$ cat src/rmdr_pkg.sv
package rmdr_pkg;

  // Controller states.
  typedef enum logic [2:0] {
    ST_IDLE,
    ST_MUL,
    ST_CHECK,
    ST_GCD,
    ST_DIVN,
    ST_DIVD,
    ST_OUT
  } rmdr_state_t;

  // Commands from the controller to the datapath.
  typedef struct packed {
    logic capture;       // take the operands of a new item
    logic mul;           // form the two product magnitudes and signs
    logic gcd_load;      // load the gcd unit with the product magnitudes
    logic gcd_step;      // one binary gcd step
    logic div_load_num;  // latch the gcd and start dividing the numerator
    logic div_load_den;  // keep the numerator quotient and start on the denominator
    logic div_step;      // one restoring division step
    logic out_load;      // load the result register
  } rmdr_cmd_t;

  // Status from the datapath to the controller.
  typedef struct packed {
    logic zero;          // one product is zero, so no reduction
    logic gcd_done;      // gcd unit has converged
    logic div_done;      // divider has produced all quotient bits
  } rmdr_status_t;

endpackage

$ cat src/rational_mul_div_reduce_core.sv
// Multiplies or divides two signed fractions and reduces the result by the
// gcd of its magnitudes; signs are kept as the products give them and a result
// with a zero part leaves unreduced. One item is worked on at a time: the item
// is captured, the two products are formed and the zero check is made, then a
// binary gcd unit finds the gcd in at most 4*OPERAND_WIDTH steps, then a
// shared one-bit-per-cycle divider divides the numerator and then the
// denominator by it, and the result register is loaded; when a product is
// zero, the gcd unit and the divider are skipped.
// The result register holds a finished item while the next one is accepted.
module rational_mul_div_reduce_core #(
  parameter int OPERAND_WIDTH = 16
) (
  input  logic                            clk,
  input  logic                            rst_n,
  input  logic                            in_valid,
  output logic                            in_stall,
  input  logic                            in_func,
  input  logic signed [OPERAND_WIDTH-1:0] in_a_num,
  input  logic signed [OPERAND_WIDTH-1:0] in_a_den,
  input  logic signed [OPERAND_WIDTH-1:0] in_b_num,
  input  logic signed [OPERAND_WIDTH-1:0] in_b_den,
  output logic                            out_valid,
  input  logic                            out_stall,
  output logic signed [31:0]              out_res_num,
  output logic signed [31:0]              out_res_den
);

  rmdr_pkg::rmdr_cmd_t    cmd;
  rmdr_pkg::rmdr_status_t sts;

  // Sequencer.
  rmdr_ctrl u_ctrl (
    .clk       (clk),
    .rst_n     (rst_n),
    .in_valid  (in_valid),
    .in_stall  (in_stall),
    .out_valid (out_valid),
    .out_stall (out_stall),
    .sts       (sts),
    .cmd       (cmd)
  );

  // Products, gcd unit, divider and result register.
  rmdr_dp #(
    .OPERAND_WIDTH (OPERAND_WIDTH)
  ) u_dp (
    .clk         (clk),
    .cmd         (cmd),
    .sts         (sts),
    .in_func     (in_func),
    .in_a_num    (in_a_num),
    .in_a_den    (in_a_den),
    .in_b_num    (in_b_num),
    .in_b_den    (in_b_den),
    .out_res_num (out_res_num),
    .out_res_den (out_res_den)
  );

endmodule

$ cat src/rmdr_ctrl.sv
module rmdr_ctrl (
  input  logic                  clk,
  input  logic                  rst_n,
  input  logic                  in_valid,
  output logic                  in_stall,
  output logic                  out_valid,
  input  logic                  out_stall,
  input  rmdr_pkg::rmdr_status_t sts,
  output rmdr_pkg::rmdr_cmd_t    cmd
);

  rmdr_pkg::rmdr_state_t state_r, state_nxt;
  logic                  out_valid_r, out_valid_nxt;
  logic                  out_free;

  // The result register can take a new item when it is empty or being drained.
  assign out_free = !out_valid_r || !out_stall;

  // State and result-valid registers.
  always_ff @(posedge clk) begin
    if (!rst_n) begin
      state_r     <= rmdr_pkg::ST_IDLE;
      out_valid_r <= 1'b0;
    end else begin
      state_r     <= state_nxt;
      out_valid_r <= out_valid_nxt;
    end
  end

  // Next-state logic.
  always_comb begin
    state_nxt = state_r;
    case (state_r)
      rmdr_pkg::ST_IDLE: begin
        if (in_valid) state_nxt = rmdr_pkg::ST_MUL;
      end
      rmdr_pkg::ST_MUL: begin
        state_nxt = rmdr_pkg::ST_CHECK;
      end
      rmdr_pkg::ST_CHECK: begin
        state_nxt = sts.zero ? rmdr_pkg::ST_OUT : rmdr_pkg::ST_GCD;
      end
      rmdr_pkg::ST_GCD: begin
        if (sts.gcd_done) state_nxt = rmdr_pkg::ST_DIVN;
      end
      rmdr_pkg::ST_DIVN: begin
        if (sts.div_done) state_nxt = rmdr_pkg::ST_DIVD;
      end
      rmdr_pkg::ST_DIVD: begin
        if (sts.div_done) state_nxt = rmdr_pkg::ST_OUT;
      end
      rmdr_pkg::ST_OUT: begin
        if (out_free) state_nxt = rmdr_pkg::ST_IDLE;
      end
      default: begin
        state_nxt = rmdr_pkg::ST_IDLE;
      end
    endcase
  end

  // Command and handshake outputs.
  always_comb begin
    cmd           = '0;
    in_stall      = 1'b1;
    out_valid_nxt = out_valid_r && out_stall;
    case (state_r)
      rmdr_pkg::ST_IDLE: begin
        in_stall    = 1'b0;
        cmd.capture = in_valid;
      end
      rmdr_pkg::ST_MUL: begin
        cmd.mul = 1'b1;
      end
      rmdr_pkg::ST_CHECK: begin
        cmd.gcd_load = !sts.zero;
      end
      rmdr_pkg::ST_GCD: begin
        cmd.gcd_step     = !sts.gcd_done;
        cmd.div_load_num = sts.gcd_done;
      end
      rmdr_pkg::ST_DIVN: begin
        cmd.div_step     = !sts.div_done;
        cmd.div_load_den = sts.div_done;
      end
      rmdr_pkg::ST_DIVD: begin
        cmd.div_step = !sts.div_done;
      end
      rmdr_pkg::ST_OUT: begin
        cmd.out_load = out_free;
        if (out_free) out_valid_nxt = 1'b1;
      end
      default: begin
        in_stall = 1'b1;
      end
    endcase
  end

  assign out_valid = out_valid_r;

endmodule

$ cat src/rmdr_dp.sv
module rmdr_dp #(
  parameter int OPERAND_WIDTH = 16
) (
  input  logic                            clk,
  input  rmdr_pkg::rmdr_cmd_t             cmd,
  output rmdr_pkg::rmdr_status_t          sts,
  input  logic                            in_func,
  input  logic signed [OPERAND_WIDTH-1:0] in_a_num,
  input  logic signed [OPERAND_WIDTH-1:0] in_a_den,
  input  logic signed [OPERAND_WIDTH-1:0] in_b_num,
  input  logic signed [OPERAND_WIDTH-1:0] in_b_den,
  output logic signed [31:0]              out_res_num,
  output logic signed [31:0]              out_res_den
);

  localparam int W  = OPERAND_WIDTH;
  localparam int PW = 2 * OPERAND_WIDTH;
  localparam int KW = $clog2(PW + 1);
  localparam int CW = $clog2(PW + 1);

  // Operand registers: numerator pair and denominator pair after operation select.
  logic signed [W-1:0] n1_r, n2_r, d1_r, d2_r;
  logic        [W-1:0] n1_mag, n2_mag, d1_mag, d2_mag;

  // Product magnitudes and signs.
  logic [PW-1:0] pn_mag_r, pd_mag_r;
  logic          sn_r, sd_r;

  // Binary gcd unit.
  logic [PW-1:0] ga_r, gb_r, ga_nxt, gb_nxt;
  logic [KW-1:0] gk_r, gk_nxt;
  logic [PW:0]   g_diff;
  logic [PW-1:0] g_diff_neg;

  // Shared restoring divider.
  logic [PW-1:0] g_r;
  logic [PW-1:0] rem_r, rem_nxt;
  logic [PW-1:0] dq_r, dq_nxt;
  logic [CW-1:0] cnt_r;
  logic [PW:0]   rem_sh, trial;
  logic          fits;
  logic [PW-1:0] qn_r;

  // Result formation.
  logic [PW-1:0]        num_mag, den_mag;
  logic signed [PW:0]   num_val, den_val;
  logic signed [31:0]   res_num_r, res_den_r;

  // Operand capture; a divide swaps the second fraction.
  always_ff @(posedge clk) begin
    if (cmd.capture) begin
      n1_r <= in_a_num;
      d1_r <= in_a_den;
      n2_r <= in_func ? in_b_den : in_b_num;
      d2_r <= in_func ? in_b_num : in_b_den;
    end
  end

  // Operand magnitudes; the most negative value maps onto its unsigned magnitude.
  assign n1_mag = n1_r[W-1] ? $unsigned(-n1_r) : $unsigned(n1_r);
  assign n2_mag = n2_r[W-1] ? $unsigned(-n2_r) : $unsigned(n2_r);
  assign d1_mag = d1_r[W-1] ? $unsigned(-d1_r) : $unsigned(d1_r);
  assign d2_mag = d2_r[W-1] ? $unsigned(-d2_r) : $unsigned(d2_r);

  // Product stage.
  always_ff @(posedge clk) begin
    if (cmd.mul) begin
      pn_mag_r <= PW'(n1_mag) * PW'(n2_mag);
      pd_mag_r <= PW'(d1_mag) * PW'(d2_mag);
      sn_r     <= n1_r[W-1] ^ n2_r[W-1];
      sd_r     <= d1_r[W-1] ^ d2_r[W-1];
    end
  end

  assign sts.zero = (pn_mag_r == '0) || (pd_mag_r == '0);

  // One binary gcd step: strip common twos, strip lone twos, or subtract odd values.
  assign g_diff     = {1'b0, ga_r} - {1'b0, gb_r};
  assign g_diff_neg = gb_r - ga_r;

  always_comb begin
    ga_nxt = ga_r;
    gb_nxt = gb_r;
    gk_nxt = gk_r;
    if (!ga_r[0] && !gb_r[0]) begin
      ga_nxt = ga_r >> 1;
      gb_nxt = gb_r >> 1;
      gk_nxt = gk_r + KW'(1);
    end else if (!ga_r[0]) begin
      ga_nxt = ga_r >> 1;
    end else if (!gb_r[0]) begin
      gb_nxt = gb_r >> 1;
    end else if (!g_diff[PW]) begin
      ga_nxt = g_diff[PW-1:0] >> 1;
    end else begin
      gb_nxt = g_diff_neg >> 1;
    end
  end

  always_ff @(posedge clk) begin
    if (cmd.gcd_load) begin
      ga_r <= pn_mag_r;
      gb_r <= pd_mag_r;
      gk_r <= '0;
    end else if (cmd.gcd_step) begin
      ga_r <= ga_nxt;
      gb_r <= gb_nxt;
      gk_r <= gk_nxt;
    end
  end

  assign sts.gcd_done = (ga_r == gb_r);

  // Divider step: shift in the next dividend bit and subtract the gcd when it fits.
  assign rem_sh  = {rem_r, dq_r[PW-1]};
  assign trial   = rem_sh - {1'b0, g_r};
  assign fits    = !trial[PW];
  assign rem_nxt = fits ? trial[PW-1:0] : rem_sh[PW-1:0];
  assign dq_nxt  = {dq_r[PW-2:0], fits};

  always_ff @(posedge clk) begin
    if (cmd.div_load_num) begin
      g_r   <= ga_r << gk_r;
      rem_r <= '0;
      dq_r  <= pn_mag_r;
      cnt_r <= '0;
    end else if (cmd.div_load_den) begin
      qn_r  <= dq_r;
      rem_r <= '0;
      dq_r  <= pd_mag_r;
      cnt_r <= '0;
    end else if (cmd.div_step) begin
      rem_r <= rem_nxt;
      dq_r  <= dq_nxt;
      cnt_r <= cnt_r + CW'(1);
    end
  end

  assign sts.div_done = (cnt_r == CW'(PW));

  // Reapply signs and fit the results to 32 bits.
  assign num_mag = sts.zero ? pn_mag_r : qn_r;
  assign den_mag = sts.zero ? pd_mag_r : dq_r;
  assign num_val = sn_r ? -$signed({1'b0, num_mag}) : $signed({1'b0, num_mag});
  assign den_val = sd_r ? -$signed({1'b0, den_mag}) : $signed({1'b0, den_mag});

  always_ff @(posedge clk) begin
    if (cmd.out_load) begin
      res_num_r <= 32'(num_val);
      res_den_r <= 32'(den_val);
    end
  end

  assign out_res_num = res_num_r;
  assign out_res_den = res_den_r;

endmodule

$ cat config.mk
export PLATFORM = sky130hd
export DESIGN_NAME = rational_mul_div_reduce_core
export DESIGN_NICKNAME = d
export VERILOG_FILES = /design/src/rmdr_pkg.sv /design/src/rational_mul_div_reduce_core.sv /design/src/rmdr_ctrl.sv /design/src/rmdr_dp.sv
export SDC_FILE = /design/constraint.sdc
export NUM_CORES = 2
export LEC_CHECK = 0
export ABC_AREA = 1
export BUFFER_PORTS_ARGS = -buffer_cell sky130_fd_sc_hd__buf_2
export CAP_MARGIN = 20
export CORE_MARGIN = 2
export CORE_UTILIZATION = 55
export DETAILED_ROUTE_END_ITERATION = 8
export PLACE_DENSITY = 0.7
export SLEW_MARGIN = 10
export SYNTH_ARGS = -nofsm -noshare
export SYNTH_HDL_FRONTEND = slang
export SYNTH_SLANG_ARGS = --single-unit
$ cat constraint.sdc
create_clock -name clk -period 12.6 [get_ports clk]
set_clock_uncertainty 0.2 [all_clocks]
set_input_delay 2.52 -clock clk [delete_from_list [all_inputs] [get_ports clk]]
set_output_delay 2.52 -clock clk [all_outputs]
set_load 0.05 [all_outputs]
==> impl_metrics.env <==
export IMPL_status="finished, final reports clean"
export IMPL_ys_ff_latch=402
export IMPL_multi_input_area_um2=27500
export IMPL_die_y_um=287
export IMPL_final_cell_mix="nand2_1, inv_1, nor2_1, fa_1, edfxtp_1"
export IMPL_synth_seq_area_share_pct=26.4
export IMPL_clock_path_buffers=3
export IMPL_crit_path_end_kind="flop"
export IMPL_slowest_delay_ps=650
export IMPL_nNetsFinal=6511
export IMPL_routed_wl_um=130000
export IMPL_syn_to_final_growth_pct=7.24
export IMPL_syn_area_um2=43900
export IMPL_first_pass_iters=8
export IMPL_cts_setup_buffers=0
export IMPL_cpMostUsedCell="nand2_1"
export IMPL_fp_dieW_um=287
export IMPL_fin_crit_ps=8170
export IMPL_utilization_pct=59.6
export IMPL_wire_per_inst_um=19.0
export IMPL_root_buffer="clkbuf_16"
export IMPL_ff_latch_area_um2=11600
export IMPL_tightest_slew_ps=1110
export IMPL_grt_usage_pct=31.8
export IMPL_synthTopCellsByArea="edfxtp_1, fa_1, nand2_1, ha_1, inv_1"
export IMPL_synth_nets=6458
export IMPL_max_slew_margin_pct=25.7
export IMPL_cts_hold_buf=0
export IMPL_min_path_type="flop to flop"
export IMPL_ys_types=61
export IMPL_drcViolationCount=0
export IMPL_synth_ff_type="edfxtp_1"
export IMPL_overflow=0
export IMPL_synth_top_cell_area_share_pct=24.2
export IMPL_final_common_cell="nand2_1"
export IMPL_ys_async_sr_fraction_pct=0
export IMPL_num_fill_cells=7338
export IMPL_layout_drive_gt1_share_pct=6.51
export IMPL_rsz0062_at_grt="false"
export IMPL_pin_count=135
export IMPL_crit_fanout=14
export IMPL_clk_pin_slew_ps=70
export IMPL_place_ws_ps=4560
export IMPL_antenna_cells=0
export IMPL_cts_sinks=402
export IMPL_initial_utilization_pct=55.6
export IMPL_hold_viol_final=0
export IMPL_crit_slowest_cell="edfxtp_1"
export IMPL_grt_start_max_net_pins=102
export IMPL_place_gp_congestion=1.02
export IMPL_drv_slew=0
export IMPL_critPathKind="flop to flop"
export IMPL_syn_area_per_cell_um2=7.72
export IMPL_max_cap_violations=0
export IMPL_core_area_um2=79000
export IMPL_place_area_um2=45500
export IMPL_fin_area_um2=47100
export IMPL_clock_fmax_mhz=122
export IMPL_rows=103
export IMPL_post_cts_resize_count=0
export IMPL_final_antenna_net_count=0
export IMPL_synth_top_cell_by_area="edfxtp_1"
export IMPL_synth_edff_count=354
export IMPL_vias_per_cell=5.54
export IMPL_fin_crit_sh_pct=64.9
export IMPL_num_vias=37843
export IMPL_yosysWarnings=0
export IMPL_clk_insertion_delay_late_ps=670
export IMPL_dieArea_um2=82100
export IMPL_cp_required_ps=12760
export IMPL_grt_pass1_vias=37185
export IMPL_setup_violations=0
export IMPL_dpl_hpwl_um=104000
export IMPL_tns_ps=0
export IMPL_fin_ws_ps=4430
export IMPL_cts_inserted_buffers=47
export IMPL_h_tree_depth=2
export IMPL_arrival_ps=8330
export IMPL_start_kind="flop"
export IMPL_cp_num_buf_inv=7
export IMPL_drtIter0Drc=3295
export IMPL_critPathTopFamily="adder cells"
export IMPL_port_buffers=134
export IMPL_cts_tree="done"
export IMPL_antenna_found_initial=1
export IMPL_synth_cells=5684
export IMPL_grt_pass1_wl_um=205000
-- synthesized netlist by cell type (all sizes together), types with 11 or more instances --
cell type	number
nand2	1407
inv	1079
nor2	606
fa	391
edfxtp	354
o21ai	335
ha	314
a21oi	267
nand3	182
xor2	121
clkbuf	105
buf	66
xnor2	59
dfxtp	48
a31oi	47
nor3	47
nand3b	39
o221ai	32
nand4	28
o21bai	17
or2	16
o211ai	15
nor4	14
a21o	13
o22ai	13
clkinv	12
mux2i	11
o21a	11
-- worst reg2reg max path, delay by kind of cell (launching register included) --
family	cells	cell delay (ps)
compound gates	4	980
simple gates	13	1380
xor+xnor	1	330
fa+ha+maj	8	3360
buf+inv	7	1010
flops	1	650
-- path summary, 6_finish.rpt --
path | cells after the start | endpoint | start | slack, ps
setup / recovery | 33 | u_dp.pd_mag_r[31] | u_dp.d2_r[0] | 4430
hold / removal | 0 | u_dp.qn_r[11] | u_dp.dq_r[11] | 200
setup reg to reg | 33 | u_dp.pd_mag_r[31] | u_dp.d2_r[0] | 4430
hold reg to reg | 0 | u_dp.qn_r[11] | u_dp.dq_r[11] | 200
-- through the flow --
step | hold slack (ps) | std cells
after floorplan | 226 | 5684
after global placement | 230 | 6737
after detailed placement | 232 | 6738
after CTS | 201 | 6826
after global routing | 215 | 6826
final | 202 | 6826
-- per-layer routing --
metal  share of wire, %  global-route usage (%)  vias up
met5              0.010                       0        -
met4                4.4                    13.3        2
met3                8.3                    4.87      293
met2                 45                    51.2     1607
met1                 42                    43.0    17944
li1                   -                       -    17997
-- sequential cells by signal, indices dropped and copies added (netlist names), 3 cells and up --
| register | flops |
|---|---|
| u_ctrl.state_r | 3 |
| u_dp.cnt_r | 6 |
| u_dp.d1_r | 16 |
| u_dp.d2_r | 16 |
| u_dp.dq_r | 32 |
| u_dp.g_r | 32 |
| u_dp.ga_r | 32 |
| u_dp.gb_r | 32 |
| u_dp.gk_r | 6 |
| u_dp.n1_r | 16 |
| u_dp.n2_r | 16 |
| u_dp.out_res_den | 32 |
| u_dp.out_res_num | 32 |
| u_dp.pd_mag_r | 32 |
| u_dp.pn_mag_r | 32 |
| u_dp.qn_r | 32 |
| u_dp.rem_r | 32 |
-- final cells by class --
| type | instances | area share (%) |
|---|---|---|
| inverters | 1091 | 8.70 |
| clock inverters | 33 | 0.771 |
| repair buffers | 175 | 2.12 |
| multi-input cells | 4020 | 58.4 |
| clock buffers | 55 | 2.58 |
| well taps | 1050 | 2.79 |
| flip-flops and latches | 402 | 24.6 |
-- logic make-up after synthesis --
logic type / after synthesis / synth area share (%)
xor gates and xnor gates: 180 / 3.63
muxes: 11 / 0.251
buffers and inverters: 1262 / 11.1
and+or+nand+nor: 2350 / 22.0
adders and majority gates: 705 / 26.8
DFF: 402 / 26.4
AOI/OAI and AO/OA: 774 / 9.77
Power is left out: the tool's default activity adds up to more than one toggle a clock period on the data nets, which glitch-free logic cannot reach.
